<file path="src/rtl/lfr_pkg.sv">
`default_nettype none
// ----------------------------------------------------------------------------
// lfr_pkg
// Shared types, register codes and the CRC-8 helper for the link frame
// receiver.
// ----------------------------------------------------------------------------
package lfr_pkg;

  // default maximum frame size in bytes, address and crc included
  localparam int MAX_FRAME_BYTES_DEF = 64;

  // configuration port geometry
  localparam int CFG_IDX_W  = 2;
  localparam int CFG_DATA_W = 8;

  // register indexes
  localparam logic [CFG_IDX_W-1:0] REG_ADDR_FC  = 2'd0;
  localparam logic [CFG_IDX_W-1:0] REG_ADDR_AIR = 2'd1;
  localparam logic [CFG_IDX_W-1:0] REG_ADDR_RX  = 2'd2;
  localparam logic [CFG_IDX_W-1:0] REG_ADDR_TX  = 2'd3;

  // register reset values
  localparam logic [7:0] ADDR_FC_RST  = 8'd200;
  localparam logic [7:0] ADDR_AIR_RST = 8'd234;
  localparam logic [7:0] ADDR_RX_RST  = 8'd236;
  localparam logic [7:0] ADDR_TX_RST  = 8'd238;

  // smallest accepted length byte
  localparam logic [8:0] MIN_LEN = 9'd2;

  // CRC-8, polynomial 0xD5, MSB first
  localparam logic [7:0] CRC_POLY = 8'hD5;

  // one result transfer
  typedef struct packed {
    logic [7:0]  frame_byte;
    logic [5:0]  byte_index;
    logic        last;
    logic        crc_error;
    logic [15:0] bad_frame_count;
  } res_t;

  // one byte of CRC-8, eight shift steps
  function automatic logic [7:0] crc8_update(input logic [7:0] crc,
                                             input logic [7:0] data);
    logic [7:0] c;
    c = crc ^ data;
    for (int i = 0; i < 8; i++) begin
      if (c[7]) begin
        c = {c[6:0], 1'b0} ^ CRC_POLY;
      end else begin
        c = {c[6:0], 1'b0};
      end
    end
    return c;
  endfunction

endpackage
`default_nettype wire

</file>
<file path="src/rtl/lfr_addr_filter.sv">
`default_nettype none
// ----------------------------------------------------------------------------
// lfr_addr_filter
// Holds the four accepted start addresses and flags a received byte that
// matches any of them.
// ----------------------------------------------------------------------------
module lfr_addr_filter (
  input  wire logic                          clk,
  input  wire logic                          rst,
  input  wire logic                          cfg_write,
  input  wire logic [lfr_pkg::CFG_IDX_W-1:0]  cfg_index,
  input  wire logic [lfr_pkg::CFG_DATA_W-1:0] cfg_data,
  input  wire logic [7:0]                    rx_byte,
  output logic                               addr_hit
);
  import lfr_pkg::*;

  logic [7:0] addr_fc;
  logic [7:0] addr_air;
  logic [7:0] addr_rx;
  logic [7:0] addr_tx;

  // register writes
  always_ff @(posedge clk) begin
    if (rst) begin
      addr_fc  <= ADDR_FC_RST;
      addr_air <= ADDR_AIR_RST;
      addr_rx  <= ADDR_RX_RST;
      addr_tx  <= ADDR_TX_RST;
    end else if (cfg_write) begin
      unique case (cfg_index)
        REG_ADDR_FC:  addr_fc  <= cfg_data;
        REG_ADDR_AIR: addr_air <= cfg_data;
        REG_ADDR_RX:  addr_rx  <= cfg_data;
        REG_ADDR_TX:  addr_tx  <= cfg_data;
        default:      ;
      endcase
    end
  end

  // address compare
  assign addr_hit = (rx_byte == addr_fc) || (rx_byte == addr_air) ||
                    (rx_byte == addr_rx) || (rx_byte == addr_tx);

endmodule
`default_nettype wire

</file>
<file path="src/rtl/lfr_out_stage.sv">
`default_nettype none
// ----------------------------------------------------------------------------
// lfr_out_stage
// Output register: holds one result until the downstream side takes it,
// and reports when a new result may be loaded.
// ----------------------------------------------------------------------------
module lfr_out_stage (
  input  wire logic          clk,
  input  wire logic          rst,
  input  wire logic          load,
  input  wire lfr_pkg::res_t res,
  output logic               free,
  output logic               out_valid,
  input  wire logic          out_stall,
  output logic [7:0]         frame_byte,
  output logic [5:0]         byte_index,
  output logic               last,
  output logic               crc_error,
  output logic [15:0]        bad_frame_count
);
  import lfr_pkg::*;

  res_t hold;

  // empty, or emptied by a transfer this cycle
  assign free = !out_valid || !out_stall;

  // valid flag
  always_ff @(posedge clk) begin
    if (rst) begin
      out_valid <= 1'b0;
    end else if (free) begin
      out_valid <= load;
    end
  end

  // payload
  always_ff @(posedge clk) begin
    if (free && load) begin
      hold <= res;
    end
  end

  assign frame_byte      = hold.frame_byte;
  assign byte_index      = hold.byte_index;
  assign last            = hold.last;
  assign crc_error       = hold.crc_error;
  assign bad_frame_count = hold.bad_frame_count;

endmodule
`default_nettype wire

</file>
<file path="src/rtl/link_frame_receiver_crc8.sv">
`default_nettype none
// ----------------------------------------------------------------------------
// link_frame_receiver_crc8
// Byte-wise frame receiver: address filter, length check, frame buffer in a
// synchronous RAM, CRC-8 check and byte-by-byte output of good frames.
// ----------------------------------------------------------------------------
// Receive: one byte a cycle while in_stall is low; the CRC is updated with each
//   payload byte written, not with the address, length or crc byte.
// Good frame: per byte, RAM read then output load; input stalled meanwhile.
// Bad frame: one error result, loaded once the output register is free.
// Reset: control state, counter and address registers cleared to defaults;
//   the frame RAM is not cleared and needs no clearing pass.
// ----------------------------------------------------------------------------
module link_frame_receiver_crc8 #(
  parameter int MAX_FRAME_BYTES = lfr_pkg::MAX_FRAME_BYTES_DEF
) (
  input  wire logic                          clk,
  input  wire logic                          rst,
  input  wire logic                          cfg_write,
  input  wire logic [lfr_pkg::CFG_IDX_W-1:0]  cfg_index,
  input  wire logic [lfr_pkg::CFG_DATA_W-1:0] cfg_data,
  input  wire logic                          in_valid,
  output logic                               in_stall,
  input  wire logic [7:0]                    rx_byte,
  output logic                               out_valid,
  input  wire logic                          out_stall,
  output logic [7:0]                         frame_byte,
  output logic [5:0]                         byte_index,
  output logic                               last,
  output logic                               crc_error,
  output logic [15:0]                        bad_frame_count
);
  import lfr_pkg::*;

  localparam int AW = $clog2(MAX_FRAME_BYTES);
  localparam int PW = $clog2(MAX_FRAME_BYTES + 1);
  localparam logic [8:0] MAX_LEN = 9'(MAX_FRAME_BYTES - 2);

  typedef enum logic [3:0] {
    ST_RX  = 4'b0001,
    ST_ERR = 4'b0010,
    ST_RD  = 4'b0100,
    ST_LD  = 4'b1000
  } state_t;

  state_t        state, state_next;
  logic [PW-1:0] pos, pos_next;
  logic [PW-1:0] needed, needed_next;
  logic [PW-1:0] rd_cnt, rd_cnt_next;
  logic [7:0]    crc, crc_next;
  logic [15:0]   bad_frames, bad_next;

  logic          addr_hit;
  logic          in_acc;
  logic          len_bad;
  logic [PW-1:0] len_needed;
  logic [PW-1:0] pos_inc;
  logic          last_byte;
  logic [PW+5:0] idx_wide;

  logic          wr_en;
  logic          rd_en;
  logic [7:0]    rd_data;
  logic [7:0]    frame_mem [MAX_FRAME_BYTES];

  logic          ld_out;
  logic          out_free;
  res_t          res;

  lfr_addr_filter u_filter (
    .clk       (clk),
    .rst       (rst),
    .cfg_write (cfg_write),
    .cfg_index (cfg_index),
    .cfg_data  (cfg_data),
    .rx_byte   (rx_byte),
    .addr_hit  (addr_hit)
  );

  // input handshake
  assign in_stall = (state != ST_RX);
  assign in_acc   = in_valid && !in_stall;

  // length decode and position arithmetic
  assign len_bad    = ({1'b0, rx_byte} < MIN_LEN) || ({1'b0, rx_byte} > MAX_LEN);
  assign len_needed = PW'({1'b0, rx_byte} + MIN_LEN);
  assign pos_inc    = pos + PW'(1);
  assign last_byte  = (rd_cnt + PW'(1)) == needed;
  assign idx_wide   = {6'b0, rd_cnt};

  // sequencer
  always_comb begin
    state_next  = state;
    pos_next    = pos;
    needed_next = needed;
    rd_cnt_next = rd_cnt;
    crc_next    = crc;
    bad_next    = bad_frames;
    wr_en       = 1'b0;
    rd_en       = 1'b0;
    ld_out      = 1'b0;
    res         = '0;
    unique case (state)
      ST_RX: begin
        if (in_acc) begin
          if (pos == '0) begin
            if (addr_hit) begin
              wr_en    = 1'b1;
              pos_next = PW'(1);
              crc_next = '0;
            end
          end else if (pos == PW'(1)) begin
            if (len_bad) begin
              pos_next = '0;
            end else begin
              wr_en       = 1'b1;
              pos_next    = PW'(2);
              needed_next = len_needed;
              crc_next    = '0;
            end
          end else begin
            wr_en = 1'b1;
            if (pos_inc < needed) begin
              crc_next = crc8_update(crc, rx_byte);
              pos_next = pos_inc;
            end else begin
              pos_next    = '0;
              rd_cnt_next = '0;
              state_next  = (crc == rx_byte) ? ST_RD : ST_ERR;
            end
          end
        end
      end
      ST_ERR: begin
        res.last            = 1'b1;
        res.crc_error       = 1'b1;
        res.bad_frame_count = bad_frames + 16'd1;
        if (out_free) begin
          ld_out     = 1'b1;
          bad_next   = bad_frames + 16'd1;
          state_next = ST_RX;
        end
      end
      ST_RD: begin
        rd_en      = 1'b1;
        state_next = ST_LD;
      end
      ST_LD: begin
        res.frame_byte      = rd_data;
        res.byte_index      = idx_wide[5:0];
        res.last            = last_byte;
        res.bad_frame_count = bad_frames;
        if (out_free) begin
          ld_out = 1'b1;
          if (last_byte) begin
            state_next = ST_RX;
          end else begin
            rd_cnt_next = rd_cnt + PW'(1);
            state_next  = ST_RD;
          end
        end
      end
      default: state_next = ST_RX;
    endcase
  end

  // control registers
  always_ff @(posedge clk) begin
    if (rst) begin
      state      <= ST_RX;
      pos        <= '0;
      needed     <= '0;
      rd_cnt     <= '0;
      crc        <= '0;
      bad_frames <= '0;
    end else begin
      state      <= state_next;
      pos        <= pos_next;
      needed     <= needed_next;
      rd_cnt     <= rd_cnt_next;
      crc        <= crc_next;
      bad_frames <= bad_next;
    end
  end

  // frame RAM, one write and one registered read port
  always_ff @(posedge clk) begin
    if (wr_en) begin
      frame_mem[pos[AW-1:0]] <= rx_byte;
    end
    if (rd_en) begin
      rd_data <= frame_mem[rd_cnt[AW-1:0]];
    end
  end

  lfr_out_stage u_out (
    .clk             (clk),
    .rst             (rst),
    .load            (ld_out),
    .res             (res),
    .free            (out_free),
    .out_valid       (out_valid),
    .out_stall       (out_stall),
    .frame_byte      (frame_byte),
    .byte_index      (byte_index),
    .last            (last),
    .crc_error       (crc_error),
    .bad_frame_count (bad_frame_count)
  );

  // checks
  a_no_overwrite: assert property (@(posedge clk) disable iff (rst)
    ld_out |-> out_free)
    else $error("result loaded into a full output register");

  a_pos_bound: assert property (@(posedge clk) disable iff (rst)
    (pos < PW'(MAX_FRAME_BYTES)) && (needed <= PW'(MAX_FRAME_BYTES)))
    else $error("frame position beyond buffer");

  a_read_before_load: assert property (@(posedge clk) disable iff (rst)
    (state == ST_LD) |-> ($past(state) == ST_RD || $past(state) == ST_LD))
    else $error("output load without a preceding RAM read");

  a_emit_in_range: assert property (@(posedge clk) disable iff (rst)
    (state == ST_RD) |-> (rd_cnt < needed))
    else $error("read beyond the stored frame");

  a_no_rx_while_busy: assert property (@(posedge clk) disable iff (rst)
    (state == ST_RD || state == ST_LD) |-> !wr_en)
    else $error("frame RAM written during output");

endmodule
`default_nettype wire

</file>
<file path="config.mk">
export PLATFORM = sky130hd
export DESIGN_NAME = link_frame_receiver_crc8
export DESIGN_NICKNAME = d
export VERILOG_FILES = /design/src/rtl/lfr_pkg.sv /design/src/rtl/lfr_addr_filter.sv /design/src/rtl/lfr_out_stage.sv /design/src/rtl/link_frame_receiver_crc8.sv
export SDC_FILE = /design/constraint.sdc
export NUM_CORES = 1
export LEC_CHECK = 0
export BUFFER_PORTS_ARGS = -buffer_cell sky130_fd_sc_hd__buf_4
export CAP_MARGIN = 20
export CORE_MARGIN = 2
export CORE_UTILIZATION = 35
export CTS_CLUSTER_SIZE = 8
export DETAILED_ROUTE_END_ITERATION = 7
export GPL_TIMING_DRIVEN = 0
export PLACE_DENSITY = 0.59
export SYNTH_ARGS = -nofsm -noshare
export SYNTH_HDL_FRONTEND = slang
export SYNTH_SLANG_ARGS = --single-unit
</file>
<file path="constraint.sdc">
create_clock -name clk -period 3.9 [get_ports clk]
set_input_delay 0.78 -clock clk [delete_from_list [all_inputs] [get_ports clk]]
set_output_delay 0.78 -clock clk [all_outputs]
set_load 0.02 [all_outputs]
</file>
==> results.sh <==
export IMPL_totalNegativeSetupSlack_ns=-17.80
export IMPL_layout_cells_non_filler=2638
export IMPL_syn_to_final_growth_pct=17.1
export IMPL_cp_required_ns=4.15
export IMPL_crit_slowest_cell="nor2_2"
export IMPL_period_share_pct=103
export IMPL_period_needed_ns=4.03
export IMPL_whs_ns=0.410
export IMPL_port_buffers=55
export IMPL_skew_ns=0.0334
export IMPL_maxSlewViolCount=0
export IMPL_post_cts_buffers=0
export IMPL_start_util_pct=35.4
export IMPL_synth_flop_cell="edfxtp_1"
export IMPL_htree_levels=3
export IMPL_maxCapViolations=0
export IMPL_postCtsHoldBufs=0
export IMPL_drt_iter0_markers=1614
export IMPL_gr_total_overflow=0
export IMPL_ir_worst_vdd_v=0.000298
export IMPL_syn_inst=1502
export IMPL_syn_num_nets=1538
export IMPL_dp_hpwl_mm=40.3
export IMPL_worstSetupPathType="in -> reg"
export IMPL_cts_tree="built"
export IMPL_grt_pass1_vias=14300
export IMPL_clock_fmax_ghz=0.248
export IMPL_synth_edf_count=552
export IMPL_synth_area_leaders="edfxtp_1, mux4_2, dfxtp_1"
export IMPL_fp_row_count=99
export IMPL_via_per_inst=5.36
export IMPL_synth_largest_area_cell="edfxtp_1"
export IMPL_cts_buffer_depth=3
export IMPL_wl_per_cell_um=23.7
export IMPL_firstDrtPassIters=7
export IMPL_cp_max_fo=65
export IMPL_die_y_um=276
export IMPL_io_pins=57
export IMPL_violations="design-rule violations, negative setup slack"
export IMPL_grt_max_degree=67
export IMPL_cts_resized=60
export IMPL_yosys_warnings=0
export IMPL_gp_congestion=0.865
export IMPL_avgSynthCellArea_sq_um=17.2
export IMPL_clkLatencyLatePin_ns=0.64
export IMPL_end_kind="flop"
export IMPL_hold_path_class="in -> reg"
export IMPL_clk_pin_slew_ns=0.05
export IMPL_worstSetupStartpointType="input port"
export IMPL_grt_usage_pct=16.7
export IMPL_nets=1689
export IMPL_ant_nets=0
export IMPL_vias=14100
export IMPL_finalSetupViolations=312
export IMPL_power_density_mw_per_mm2=483
export IMPL_reg2reg_slack_ns=0.12
export IMPL_cp_arrival_ns=4.28
export IMPL_max_stage_delay_ns=0.69
export IMPL_grt_first_pass_wirelength_mm=93.3
export IMPL_relSlewSlack_pct=28.7
export IMPL_crit_path_cell_trace="buf_4 -> clkbuf_1 -> xor2_1 -> nor4_1 -> nand2_1 -> nand4_2 -> nand4b_2 -> nor2_2"
export IMPL_cts_root_buf="clkbuf_16"
export IMPL_antenna_found_initial=1
export IMPL_die_w_um=276
export IMPL_async_reset_ff_share_pct=0
export IMPL_leakagePower_nw=9.43
export IMPL_drcViolationCount=9
export IMPL_final_core_util_pct=41.5
export IMPL_synth_top_area_share_pct=64.1
export IMPL_netlist_area_sq_mm=0.0259
export IMPL_hold_viol=0
export IMPL_cts_sinks=634
export IMPL_antenna_cells=0
export IMPL_seq_area_frac_synth_pct=70.4
export IMPL_worst_slack_ns=-0.132
export IMPL_tightest_slew_ns=1.07
export IMPL_drive_gt1_share_pct=25.4
export IMPL_rsz0062_at_grt="yes"
export IMPL_coreArea_sq_mm=0.0731
export IMPL_cts_buffers=89
export IMPL_placed_cells=2518
export IMPL_drt_wl_total_mm=62.5
export IMPL_fp_dieArea_sq_mm=0.0761
export IMPL_status="complete, but fails checks"
export IMPL_ys_ff_latch=634
export IMPL_yosysUniqueCellTypes=65
-- metrics by stage --
step	worst slack, ns	power (mW)	instance area, sq um
after floorplan	0.987	7.67	25900
after global placement	-0.912	7.82	27500
after detailed placement	-1.03	7.83	27500
after CTS	-0.186	14.8	30100
after global routing	-0.245	15.1	30300
final	-0.132	14.6	30300
-- synth_stat cells (32+ instances only) --
cell type / n
edfxtp_1: 552
mux4_2: 160
nor2_1: 115
nand2_1: 114
dfxtp_1: 82
xor2_1: 51
clkbuf_1: 44
nand3_1: 43
a21oi_1: 32
o21ai_0: 32
xnor2_1: 32
-- state kept, by name, summed over array words and instances (netlist names), 4 cells and up --
register	cells
frame_mem	512
bad_frames	16
u_out.bad_frame_count	16
crc	8
rd_data	8
u_filter.addr_air	8
u_filter.addr_fc	8
u_filter.addr_rx	8
u_filter.addr_tx	8
u_out.frame_byte	8
needed	7
pos	7
rd_cnt	7
u_out.byte_index	6
state	4
-- worst max-delay path: cells and delay by family --
family	cells	cell delay (ns)
and+or+nand+nor	5	2.22
buffers and inverters	2	1.05
xor gates and xnor gates	1	0.14
-- routing by layer --
metal / vias up / global-route usage, % / routed length [um] / share of wire (%)
met5: - / 0 / 7 / 0.011
met2: 458 / 27.1 / 30000 / 48
met1: 7379 / 22.5 / 27000 / 43
met4: 2 / 4.58 / 1210 / 1.9
li1: 6212 / - / - / -
met3: 90 / 4.08 / 4230 / 6.8
-- power breakdown --
part	total (mW)	internal [mW]	switching, mW
logic	0.304	0.0817	0.222
clock network	6.92	4.19	2.73
registers	7.40	7.39	0.0106
total	14.6	11.7	2.97
-- cell families after synthesis --
logic type	synth area share (%)
AND/OR/NAND/NOR	6.68
XOR/XNOR	2.81
buffers and inverters	1.66
adder cells (fa/ha/maj)	0.629
flip-flops	70.4
multiplexers	14.3
AO/OA/AOI/OAI	3.48
-- cell usage in the layout, fill, tap and decap left out, types with 45 or more instances in the layout --
master,instances
nor2_2,45
buf_4,57
edfxtp_1,552
nor2_1,50
xor2_1,51
clkbuf_16,89
mux4_2,160
clkbuf_1,63
nand2_1,114
dfxtp_1,82
-- cell type report --
cell class	instances	area [sq um]
sequential	634	18200
fill	6523	42800
clock buffer	109	2310
multi-input combinational	763	7490
tap	959	1200
timing repair buffer	60	477
clock inverter	8	163
inverter	19	71.3
buffer	86	359
-- path summary, 6_finish.rpt --
path	start	end	cells past startpoint
worst max-delay path	rx_byte[7]	frame_mem[41][5]	8
worst min-delay path	cfg_data[1]	u_filter.addr_air[1]	3
worst max register to register	rd_cnt[1]	rd_data[1]	7
worst min register to register	u_filter.addr_air[2]	u_filter.addr_air[2]	2
(Power assumes the default switching activity.)
